===== src/hdl/gds_pkg.sv =====
// gds_pkg: types and constants shared by the dispense sequencer, its channel
// interfaces and its port checker. No dependencies.
`timescale 1ns / 1ps

package gds_pkg;

  // field widths fixed by the item formats
  localparam int unsigned OpW     = 3;
  localparam int unsigned TargetW = 23;
  localparam int unsigned ModeW   = 3;
  localparam int unsigned SpeedW  = 15;
  localparam int unsigned RemW    = 26;
  localparam int unsigned CfgIdxW = 3;
  localparam int unsigned CfgW    = 16;
  localparam int unsigned SpdRegW = 14;
  localparam int unsigned TickW   = 11;

  localparam logic [SpdRegW-1:0] SpeedMax   = 14'd10000;
  localparam logic [TickW-1:0]   TickSatMax = 11'd2047;
  localparam logic [15:0]        SettleMax  = 16'd65535;

  // weight thresholds in centigrams
  localparam int unsigned FastNearCg   = 200;
  localparam int unsigned ApprNearCg   = 20;
  localparam int unsigned SettleDoneCg = 1;

  // result saturation bounds
  localparam logic signed [RemW-1:0] RemMax = 26'sh1FFFFFF;
  localparam logic signed [RemW-1:0] RemMin = 26'sh2000000;

  typedef enum logic [ModeW-1:0] {
    MODE_IDLE     = 3'd0,
    MODE_FAST     = 3'd1,
    MODE_APPROACH = 3'd2,
    MODE_TRICKLE  = 3'd3,
    MODE_SETTLE   = 3'd4,
    MODE_SUCK     = 3'd5,
    MODE_ERROR    = 3'd6
  } mode_e;

  typedef enum logic [OpW-1:0] {
    OP_TICK   = 3'd0,
    OP_WEIGHT = 3'd1,
    OP_START  = 3'd2,
    OP_STOP   = 3'd3,
    OP_STEP   = 3'd4
  } op_e;

  typedef enum logic [CfgIdxW-1:0] {
    CFG_FAST_SPEED      = 3'd0,
    CFG_APPROACH_SPEED  = 3'd1,
    CFG_TRICKLE_SPEED   = 3'd2,
    CFG_SUCK_BACK_STEPS = 3'd3,
    CFG_SUCK_BACK_SPEED = 3'd4,
    CFG_STOP_OFFSET     = 3'd5,
    CFG_SETTLE_TIME     = 3'd6,
    CFG_SCALE_TIMEOUT   = 3'd7
  } cfg_e;

endpackage


===== src/hdl/gds_in_if.sv =====
// gds_in_if: event request channel of the dispense sequencer
// depends on gds_pkg for the fixed field widths
`timescale 1ns / 1ps

interface gds_in_if
  import gds_pkg::*;
#(
  parameter int unsigned WEIGHT_BITS = 24
);
  logic                          valid;
  logic                          ready;
  logic [OpW-1:0]                operation;
  logic signed [WEIGHT_BITS-1:0] weight;
  logic [TargetW-1:0]            target;

  modport source (output valid, output operation, output weight, output target,
                  input ready);
  modport sink   (input valid, input operation, input weight, input target,
                  output ready);
endinterface


===== src/hdl/gds_out_if.sv =====
// gds_out_if: result request channel of the dispense sequencer
// depends on gds_pkg for the fixed field widths
`timescale 1ns / 1ps

interface gds_out_if
  import gds_pkg::*;
();
  logic                     valid;
  logic                     ready;
  logic [ModeW-1:0]         mode;
  logic                     motor_enable;
  logic signed [SpeedW-1:0] motor_speed;
  logic signed [RemW-1:0]   remaining;

  modport source (output valid, output mode, output motor_enable, output motor_speed,
                  output remaining, input ready);
  modport sink   (input valid, input mode, input motor_enable, input motor_speed,
                  input remaining, output ready);
endinterface


===== src/hdl/gravimetric_dispense_sequencer_unit.sv =====
// gravimetric_dispense_sequencer_unit: weight-driven pump dispense sequencer
// depends on gds_pkg, gds_in_if and gds_out_if
`timescale 1ns / 1ps

// Takes one event request per cycle unless back-pressured (tick, scale reading, start,
// stop, step done) and returns exactly one result request per event: mode, motor
// enable, signed motor speed and saturated remaining weight in centigrams. An event
// passes through two registers: the input register, then the state and result
// register, so a result is presented once its event has passed both registers, and a
// new event can be taken every cycle unless back-pressured. The state update of one
// event (weight capture, stale-scale check, remaining = target - (latest - start),
// one mode transition) is done combinationally between those registers, which is
// what lets the next event follow at once. The result register holds a result until
// it is taken while the input register already catches the next event;
// back-pressure reaches the input only when both are full. Configuration writes are
// meant to be done while no event is in flight.
module gravimetric_dispense_sequencer_unit
  import gds_pkg::*;
#(
  parameter int unsigned WEIGHT_BITS = 24
) (
  input  logic               clk_i,
  input  logic               rst_ni,
  input  logic               cfg_we_i,
  input  logic [CfgIdxW-1:0] cfg_idx_i,
  input  logic [CfgW-1:0]    cfg_data_i,
  gds_in_if.sink             in_i,
  gds_out_if.source          out_o
);

  // working width for remaining: covers target, weight difference and x100
  localparam int unsigned RW = WEIGHT_BITS + 10;
  localparam int unsigned XW = RW + 7;

  // configuration registers
  logic [SpdRegW-1:0] fast_speed_q, approach_speed_q, trickle_speed_q, suck_speed_q;
  logic [15:0]        suck_steps_q, stop_offset_q, settle_time_q;
  logic [TickW-1:0]   scale_timeout_q;

  // input register
  logic                          in_vld_q;
  logic [OpW-1:0]                op_q;
  logic signed [WEIGHT_BITS-1:0] weight_q;
  logic [TargetW-1:0]            target_q;

  // sequencer state
  mode_e                         mode_q, mode_d;
  logic                          enable_q, enable_d;
  logic signed [WEIGHT_BITS-1:0] latest_q, latest_d;
  logic signed [WEIGHT_BITS-1:0] start_q, start_d;
  logic [TargetW-1:0]            tgt_q, tgt_d;
  logic [TickW-1:0]              ticks_q, ticks_d;
  logic [15:0]                   settle_q, settle_d;
  logic [15:0]                   steps_q, steps_d;

  // result register
  logic                     out_vld_q;
  mode_e                    res_mode_q;
  logic                     res_en_q;
  logic signed [SpeedW-1:0] res_speed_q, speed_d;
  logic signed [RemW-1:0]   res_rem_q, rem_sat_d;

  logic                     adv;
  logic                     in_rdy;
  mode_e                    mode_ev;     // mode after the event and timeout check
  logic signed [RW-1:0]     rem;
  logic signed [RW-1:0]     tgt_ext;
  logic signed [XW-1:0]     rem_x, tgt_x, rem10, rem100;

  // handshake: the result register frees when empty or taken
  assign adv    = in_vld_q && (!out_vld_q || out_o.ready);
  assign in_rdy = !in_vld_q || !out_vld_q || out_o.ready;
  assign in_i.ready = in_rdy;

  // configuration writes
  always_ff @(posedge clk_i or negedge rst_ni) begin
    if (!rst_ni) begin
      fast_speed_q     <= 14'd10000;
      approach_speed_q <= 14'd2000;
      trickle_speed_q  <= 14'd1000;
      suck_steps_q     <= 16'd250;
      suck_speed_q     <= 14'd800;
      stop_offset_q    <= 16'd10;
      settle_time_q    <= 16'd500;
      scale_timeout_q  <= 11'd1000;
    end else if (cfg_we_i) begin
      unique case (cfg_e'(cfg_idx_i))
        CFG_FAST_SPEED:      fast_speed_q     <= cfg_data_i[SpdRegW-1:0];
        CFG_APPROACH_SPEED:  approach_speed_q <= cfg_data_i[SpdRegW-1:0];
        CFG_TRICKLE_SPEED:   trickle_speed_q  <= cfg_data_i[SpdRegW-1:0];
        CFG_SUCK_BACK_STEPS: suck_steps_q     <= cfg_data_i;
        CFG_SUCK_BACK_SPEED: suck_speed_q     <= cfg_data_i[SpdRegW-1:0];
        CFG_STOP_OFFSET:     stop_offset_q    <= cfg_data_i;
        CFG_SETTLE_TIME:     settle_time_q    <= cfg_data_i;
        CFG_SCALE_TIMEOUT:   scale_timeout_q  <= cfg_data_i[TickW-1:0];
      endcase
    end
  end

  // input register
  always_ff @(posedge clk_i or negedge rst_ni) begin
    if (!rst_ni) begin
      in_vld_q <= 1'b0;
    end else if (in_rdy) begin
      in_vld_q <= in_i.valid;
    end
  end

  always_ff @(posedge clk_i) begin
    if (in_rdy && in_i.valid) begin
      op_q     <= in_i.operation;
      weight_q <= in_i.weight;
      target_q <= in_i.target;
    end
  end

  // event application, stale-scale check, remaining and one transition
  always_comb begin
    mode_ev  = mode_q;
    enable_d = enable_q;
    latest_d = latest_q;
    start_d  = start_q;
    tgt_d    = tgt_q;
    ticks_d  = ticks_q;
    settle_d = settle_q;
    steps_d  = steps_q;

    unique case (op_q)
      OP_TICK: begin
        if (ticks_q != TickSatMax) ticks_d = ticks_q + 1'b1;
        if (settle_q != SettleMax) settle_d = settle_q + 1'b1;
      end
      OP_WEIGHT: begin
        latest_d = weight_q;
        ticks_d  = '0;
      end
      OP_START: begin
        // zero target means no start
        if (target_q != '0) begin
          enable_d = 1'b1;
          tgt_d    = target_q;
          start_d  = latest_q;
          ticks_d  = '0;
          mode_ev  = MODE_FAST;
        end
      end
      OP_STOP: begin
        enable_d = 1'b0;
        mode_ev  = MODE_IDLE;
      end
      OP_STEP: begin
        if (mode_q == MODE_SUCK && steps_q != '0) steps_d = steps_q - 1'b1;
      end
      default: ;
    endcase

    // stale scale while the pump is moving
    if ((mode_ev == MODE_FAST || mode_ev == MODE_APPROACH ||
         mode_ev == MODE_TRICKLE || mode_ev == MODE_SUCK) &&
        (ticks_d > scale_timeout_q)) begin
      enable_d = 1'b0;
      mode_ev  = MODE_ERROR;
    end

    // remaining = target - (latest - start), full precision
    tgt_ext = $signed({{(RW-TargetW){1'b0}}, tgt_d});
    rem     = tgt_ext - ($signed({{(RW-WEIGHT_BITS){latest_d[WEIGHT_BITS-1]}}, latest_d}) -
                         $signed({{(RW-WEIGHT_BITS){start_d[WEIGHT_BITS-1]}}, start_d}));
    rem_x   = $signed({{(XW-RW){rem[RW-1]}}, rem});
    tgt_x   = $signed({{(XW-TargetW){1'b0}}, tgt_d});
    rem10   = (rem_x <<< 3) + (rem_x <<< 1);
    rem100  = (rem_x <<< 6) + (rem_x <<< 5) + (rem_x <<< 2);

    mode_d = mode_ev;
    case (mode_ev)
      MODE_FAST: begin
        // within 10 percent of target or 2 g
        if (rem10 <= tgt_x || rem <= $signed(RW'(FastNearCg))) mode_d = MODE_APPROACH;
      end
      MODE_APPROACH: begin
        // within 1 percent of target or 0.2 g
        if (rem100 <= tgt_x || rem <= $signed(RW'(ApprNearCg))) mode_d = MODE_TRICKLE;
      end
      MODE_TRICKLE: begin
        if (rem <= $signed({{(RW-16){1'b0}}, stop_offset_q})) begin
          settle_d = '0;
          mode_d   = MODE_SETTLE;
        end
      end
      MODE_SETTLE: begin
        if (settle_d >= settle_time_q) begin
          if (rem > $signed(RW'(SettleDoneCg))) begin
            mode_d = MODE_TRICKLE;
          end else begin
            steps_d = suck_steps_q;
            mode_d  = MODE_SUCK;
          end
        end
      end
      MODE_SUCK: begin
        if (steps_d == '0) mode_d = MODE_IDLE;
      end
      default: ;
    endcase

    // speed by mode, register values clamped to the maximum
    case (mode_d)
      MODE_FAST:
        speed_d = $signed({1'b0, (fast_speed_q > SpeedMax) ? SpeedMax : fast_speed_q});
      MODE_APPROACH:
        speed_d = $signed({1'b0, (approach_speed_q > SpeedMax) ? SpeedMax : approach_speed_q});
      MODE_TRICKLE:
        speed_d = $signed({1'b0, (trickle_speed_q > SpeedMax) ? SpeedMax : trickle_speed_q});
      MODE_SUCK:
        speed_d = -$signed({1'b0, (suck_speed_q > SpeedMax) ? SpeedMax : suck_speed_q});
      default:
        speed_d = '0;
    endcase

    // saturate remaining to the result width
    if (rem > $signed({{(RW-RemW){RemMax[RemW-1]}}, RemMax})) begin
      rem_sat_d = RemMax;
    end else if (rem < $signed({{(RW-RemW){RemMin[RemW-1]}}, RemMin})) begin
      rem_sat_d = RemMin;
    end else begin
      rem_sat_d = rem[RemW-1:0];
    end
  end

  // state and result register
  always_ff @(posedge clk_i or negedge rst_ni) begin
    if (!rst_ni) begin
      mode_q      <= MODE_IDLE;
      enable_q    <= 1'b1;
      latest_q    <= '0;
      start_q     <= '0;
      tgt_q       <= '0;
      ticks_q     <= '0;
      settle_q    <= '0;
      steps_q     <= '0;
      out_vld_q   <= 1'b0;
      res_mode_q  <= MODE_IDLE;
      res_en_q    <= 1'b0;
      res_speed_q <= '0;
      res_rem_q   <= '0;
    end else begin
      if (adv) begin
        mode_q      <= mode_d;
        enable_q    <= enable_d;
        latest_q    <= latest_d;
        start_q     <= start_d;
        tgt_q       <= tgt_d;
        ticks_q     <= ticks_d;
        settle_q    <= settle_d;
        steps_q     <= steps_d;
        out_vld_q   <= 1'b1;
        res_mode_q  <= mode_d;
        res_en_q    <= enable_d;
        res_speed_q <= speed_d;
        res_rem_q   <= rem_sat_d;
      end else if (out_o.ready) begin
        out_vld_q <= 1'b0;
      end
    end
  end

  assign out_o.valid        = out_vld_q;
  assign out_o.mode         = res_mode_q;
  assign out_o.motor_enable = res_en_q;
  assign out_o.motor_speed  = res_speed_q;
  assign out_o.remaining    = res_rem_q;

endmodule


===== src/flat_wrapper.sv =====
// flat-port wrapper written by rule: the top's interface ports become plain ports
module gravimetric_dispense_sequencer_unit_flat import gds_pkg::*;
#(
  parameter int unsigned WEIGHT_BITS = 24
)
  (clk_i, rst_ni, cfg_we_i, cfg_idx_i, cfg_data_i, in_i_valid, in_i_operation, in_i_weight, in_i_target, in_i_ready, out_o_valid, out_o_mode, out_o_motor_enable, out_o_motor_speed, out_o_remaining, out_o_ready);
  gds_in_if #(.WEIGHT_BITS(WEIGHT_BITS)) in_i_i ();
  gds_out_if out_o_i ();
  input  logic clk_i;
  input  logic rst_ni;
  input  logic cfg_we_i;
  input  logic [CfgIdxW-1:0] cfg_idx_i;
  input  logic [CfgW-1:0] cfg_data_i;
  input wire logic [$bits(in_i_i.valid)-1:0] in_i_valid;
  input wire logic [$bits(in_i_i.operation)-1:0] in_i_operation;
  input wire logic [$bits(in_i_i.weight)-1:0] in_i_weight;
  input wire logic [$bits(in_i_i.target)-1:0] in_i_target;
  output wire logic [$bits(in_i_i.ready)-1:0] in_i_ready;
  output wire logic [$bits(out_o_i.valid)-1:0] out_o_valid;
  output wire logic [$bits(out_o_i.mode)-1:0] out_o_mode;
  output wire logic [$bits(out_o_i.motor_enable)-1:0] out_o_motor_enable;
  output wire logic [$bits(out_o_i.motor_speed)-1:0] out_o_motor_speed;
  output wire logic [$bits(out_o_i.remaining)-1:0] out_o_remaining;
  input wire logic [$bits(out_o_i.ready)-1:0] out_o_ready;
  assign in_i_i.valid = in_i_valid;
  assign in_i_i.operation = in_i_operation;
  assign in_i_i.weight = in_i_weight;
  assign in_i_i.target = in_i_target;
  assign in_i_ready = in_i_i.ready;
  assign out_o_valid = out_o_i.valid;
  assign out_o_mode = out_o_i.mode;
  assign out_o_motor_enable = out_o_i.motor_enable;
  assign out_o_motor_speed = out_o_i.motor_speed;
  assign out_o_remaining = out_o_i.remaining;
  assign out_o_i.ready = out_o_ready;
  gravimetric_dispense_sequencer_unit #(.WEIGHT_BITS(WEIGHT_BITS)) u_core (.clk_i(clk_i), .rst_ni(rst_ni), .cfg_we_i(cfg_we_i), .cfg_idx_i(cfg_idx_i), .cfg_data_i(cfg_data_i), .in_i(in_i_i), .out_o(out_o_i));
endmodule

===== config.mk =====
export PLATFORM = sky130hd
export DESIGN_NAME = gravimetric_dispense_sequencer_unit_flat
export DESIGN_NICKNAME = d
export VERILOG_FILES = /design/src/hdl/gds_pkg.sv /design/src/hdl/gds_in_if.sv /design/src/hdl/gds_out_if.sv /design/src/hdl/gravimetric_dispense_sequencer_unit.sv /design/src/flat_wrapper.sv
export SDC_FILE = /design/constraint.sdc
export NUM_CORES = 1
export LEC_CHECK = 0
export BUFFER_PORTS_ARGS = -buffer_cell sky130_fd_sc_hd__buf_2
export CAP_MARGIN = 20
export CORE_ASPECT_RATIO = 2
export CORE_UTILIZATION = 61
export CTS_CLUSTER_SIZE = 40
export DETAILED_ROUTE_END_ITERATION = 10
export PLACE_DENSITY = 0.79
export SLEW_MARGIN = 15
export SYNTH_ARGS = -nofsm -noshare
export SYNTH_HDL_FRONTEND = slang
export SYNTH_SLANG_ARGS = --single-unit

===== constraint.sdc =====
create_clock -name clk_i -period 13.3 [get_ports clk_i]
set_input_delay 1.33 -clock clk_i [delete_from_list [all_inputs] [get_ports clk_i]]
set_output_delay 1.33 -clock clk_i [all_outputs]
set_load 0.05 [all_outputs]

==> results.txt <==
- The worst hold path terminates at u_core.out_o.remaining[21]$_DFFE_PN0P_.
- The count of buffers added on input and output ports is 120.
* CTS tree: yes
* Avg Synthesized Cell Area: around 9.6 um2
- Grouping stages by cell kind, the critical path spends the most delay in compound AO/OA/AOI/OAI gates.
- CTS max path bufs: 3
* Synth unique cells: 118
* Worst-skew pair later-pin latency: roughly 0.63 ns
* Residual DRC: 0
- Wires add up to 81,200 um.
- Clock-pin slew of the registers on the worst-case setup and hold paths: 0.07 ns
- Data arrives at the worst endpoint at between 10 and 15 ns.
- Number of cells on the critical path: 36
* Rel. slew slack: 0.237
* Dominant register cell in the synthesized netlist: sky130_fd_sc_hd__dfrtp_1
- The final layout contains 2,877 nets.
* Antenna violations before repair: 5
- In the routed layout, each cell is associated on average with a via count of 6.49.
* H-Tree Level Count: 1
* Top-area cell type share of the netlist area: 0.251
* Min cycle time layout: roughly 11 ns
* Net Count, Synth: 2,761
- First-pass GRT wire length: 121,000 um
- Yosys mapped a number of flops with a built-in enable equal to 50.
- For this run, the detailed router's first-pass iteration total came to 8.
* Ranking of synthesized cells by instance count: sky130_fd_sc_hd__nand2_1 (350), sky130_fd_sc_hd__dfrtp_1 (236), sky130_fd_sc_hd__ha_1 (192), sky130_fd_sc_hd__o21ai_0 (159), sky130_fd_sc_hd__inv_1 (147)
- For this design, the sink count on the clock tree is 327.
* Max-cap violation count: 0
* Final weighted congestion of routability-driven global placement: 1.09
- The number of failing hold endpoints at the final stage came to 0.
- The routed layout has approximately 20,000 vias.
- Most frequent cell after synthesis: sky130_fd_sc_hd__nand2_1
- Average wire length per cell after detail routing: about 26 um
* Actual transition at the worst max-transition pin: 1.14 ns
* Pin count of the biggest net entering global routing: 169
- Relative to the synthesized area, the layout overhead comes to 9.83%.
- The die covers 39,400 um2.
* Highest attainable clock frequency: between 80 and 90 MHz
- The worst setup path is of the reg2reg kind.
- Setup repair after global routing left no endpoint under its margin.
- After legalization and detailed placement, the total HPWL measured ~60,000 um.
* Die width: 141 um
- Setup total negative slack on the finished layout was measured at 0 ns.
- The initial utilization of the core area, before any placement, comes to 0.619.
- Hold/Removal Path Class: reg2reg
- STA classifies the critical path startpoint as a flip-flop.
- In this run, CTS created clock tree buffers numbering 31.
* Fraction of layout instances using a drive strength above 1: 0.186
- Worst path buffer plus inverter count: 1
- Number of warnings reported in the yosys synthesis log: 0
- Number of setup violations in the final report: 0
- Dominant cells by area after synthesis: sky130_fd_sc_hd__dfrtp_1 (25%), sky130_fd_sc_hd__ha_1 (10%), sky130_fd_sc_hd__edfxtp_1 (6.4%)
- GRT Overall Usage: 0.422
* Endpoint kind of the worst setup timing path: flip-flop
* Run status: complete, no violations
* Row count: 101
- Pins Over Slew Limit: 0
- The worst register-to-register path begins at u_core.target_q[4]$_DFFE_PP_.
* Synth area leader: sky130_fd_sc_hd__dfrtp_1
* End of the worst register-to-register path: u_core.out_o.motor_speed[1]$_DFFE_PN0P_
* R2R Setup Slk: 1.83 ns
- GR Overflow Total: 0
* Height of the chip: 280 um
- Synthesis produced 2,458 cells.
- Along the worst path, the maximum fanout reaches 15.
* Number of resized instances in the post-cts repair step: 0
* Data required time of the worst path: 13.80 ns
- Buffers added to address setup during post-CTS repair amount to 0.
* Drt initial violations: 1,231
- Standard cell core area: 38,000 um2
* HP Start: u_core.out_o.remaining[21]$_DFFE_PN0P_
- I/O pin count: 121
* CP peak stage delay: 0.67 ns
* Count of antenna-violating nets left after detailed routing: 0
- Post-Syn Area: 23,500 um2
* Share of synthesized area occupied by flip-flops and latches: 0.360
- Critical-path cell with the highest stage delay: sky130_fd_sc_hd__a211oi_1
- Hold bufs inserted after CTS: 0
- The worst hold path passes through 2 cells.
- Yosys reg bits: 327
- Fin crit share: 0.863
- Number of global-route vias before repair: 20,618
- The number of cells on the worst reg-to-reg path is 36.
- Between clock sinks in the finished design, the worst skew comes to 0.0223 ns.
* Master cell of the clock root buffer: sky130_fd_sc_hd__clkbuf_16
- Fraction of registers with async set or reset after synthesis: 0.847
-- routing by layer --
metal | vias up | share of wire | global-route usage
met2 | 898 | 0.51 | 0.748
met1 | 9769 | 0.30 | 0.377
met3 | 415 | 0.069 | 0.107
met5 | - | 0.00015 | 0
li1 | 9127 | - | -
met4 | 2 | 0.12 | 0.425
-- worst max-delay path by stage --
stage	to	startpoint
2_1_floorplan	u_core.out_o.motor_speed[1]$_DFFE_PN0P_	u_core.target_q[22]$_DFFE_PP_
3_3_place_gp	u_core.out_o.motor_speed[1]$_DFFE_PN0P_	u_core.target_q[4]$_DFFE_PP_
3_5_place_dp	u_core.out_o.motor_speed[1]$_DFFE_PN0P_	u_core.target_q[4]$_DFFE_PP_
4_1_cts	u_core.out_o.motor_speed[1]$_DFFE_PN0P_	u_core.target_q[4]$_DFFE_PP_
5_1_grt	u_core.out_o.motor_speed[1]$_DFFE_PN0P_	u_core.target_q[4]$_DFFE_PP_
6_report	u_core.out_o.motor_speed[1]$_DFFE_PN0P_	u_core.target_q[4]$_DFFE_PP_
-- kinds of logic after synthesis --
family	Yosys count	share of synthesized area
buf+inv	251	0.0434
xor+xnor	101	0.0401
simple gates	731	0.150
flops	327	0.360
compound gates	632	0.186
mux	185	0.0859
fa+ha+maj	231	0.134
-- sequential cells by signal (all words and copies together), names as in the netlist, 11 cells and up --
register,count
u_core.out_o.remaining,26
u_core.fast_speed_q,14
u_core.latest_q,24
u_core.suck_steps_q,16
u_core.settle_time_q,16
u_core.tgt_q,23
u_core.scale_timeout_q,11
u_core.start_q,24
u_core.suck_speed_q,14
u_core.steps_q,16
u_core.trickle_speed_q,14
u_core.ticks_q,11
u_core.settle_q,16
u_core.out_o.motor_speed,15
u_core.weight_q,24
u_core.stop_offset_q,16
u_core.approach_speed_q,14
u_core.target_q,23
-- metrics by stage --
step | instance area (um2) | hold WS, ns | setup slack, ns | util | cells
2_1_floorplan | 23500 | 0.446 | 4.07 | - | 2458
3_3_place_gp | 24800 | 0.457 | 2.39 | 0.652 | 3051
3_5_place_dp | 24800 | 0.467 | 2.21 | 0.652 | 3051
4_1_cts | 25800 | 0.481 | 2.18 | 0.678 | 3108
5_1_grt | 25800 | 0.505 | 1.27 | 0.679 | 3113
6_report | 25900 | 0.478 | 1.83 | 0.680 | 3116
-- worst reg2reg max path, delay by kind of cell (launching register included) --
family          cells  cell delay, ns
compound gates     16            4.95
xor+xnor            2            0.49
fa+ha+maj           4            1.53
buf+inv             1            0.29
flops               1            0.40
mux                 1            0.36
simple gates       12            3.33
-- cell type report --
type | instances | area (um2)
inverter | 155 | 586
tap | 515 | 644
sequential | 327 | 8480
multi-input combinational | 1880 | 14100
timing repair buffer | 179 | 1070
antenna | 3 | 7.51
clock inverter | 13 | 128
clock buffer | 44 | 845
fill | 2978 | 12200
-- cell usage in the layout, fill, tap and decap left out, types with 31 or more instances in the layout --
cell / n
sky130_fd_sc_hd__nand3_1: 52
sky130_fd_sc_hd__buf_4: 56
sky130_fd_sc_hd__mux2i_1: 51
sky130_fd_sc_hd__nand2_1: 349
sky130_fd_sc_hd__clkbuf_16: 31
sky130_fd_sc_hd__dfstp_2: 41
sky130_fd_sc_hd__o21ai_0: 159
sky130_fd_sc_hd__xnor2_1: 62
sky130_fd_sc_hd__inv_1: 147
sky130_fd_sc_hd__fa_1: 37
sky130_fd_sc_hd__nor3_1: 35
sky130_fd_sc_hd__ha_1: 192
sky130_fd_sc_hd__nor2_1: 86
sky130_fd_sc_hd__edfxtp_1: 50
sky130_fd_sc_hd__buf_2: 119
sky130_fd_sc_hd__a21o_1: 58
sky130_fd_sc_hd__dfrtp_1: 236
sky130_fd_sc_hd__xor2_1: 34
sky130_fd_sc_hd__mux2_2: 132
sky130_fd_sc_hd__a21oi_1: 143
Power is left out: the tool's default activity adds up to more than one toggle a clock period on the data nets, which glitch-free logic cannot reach.
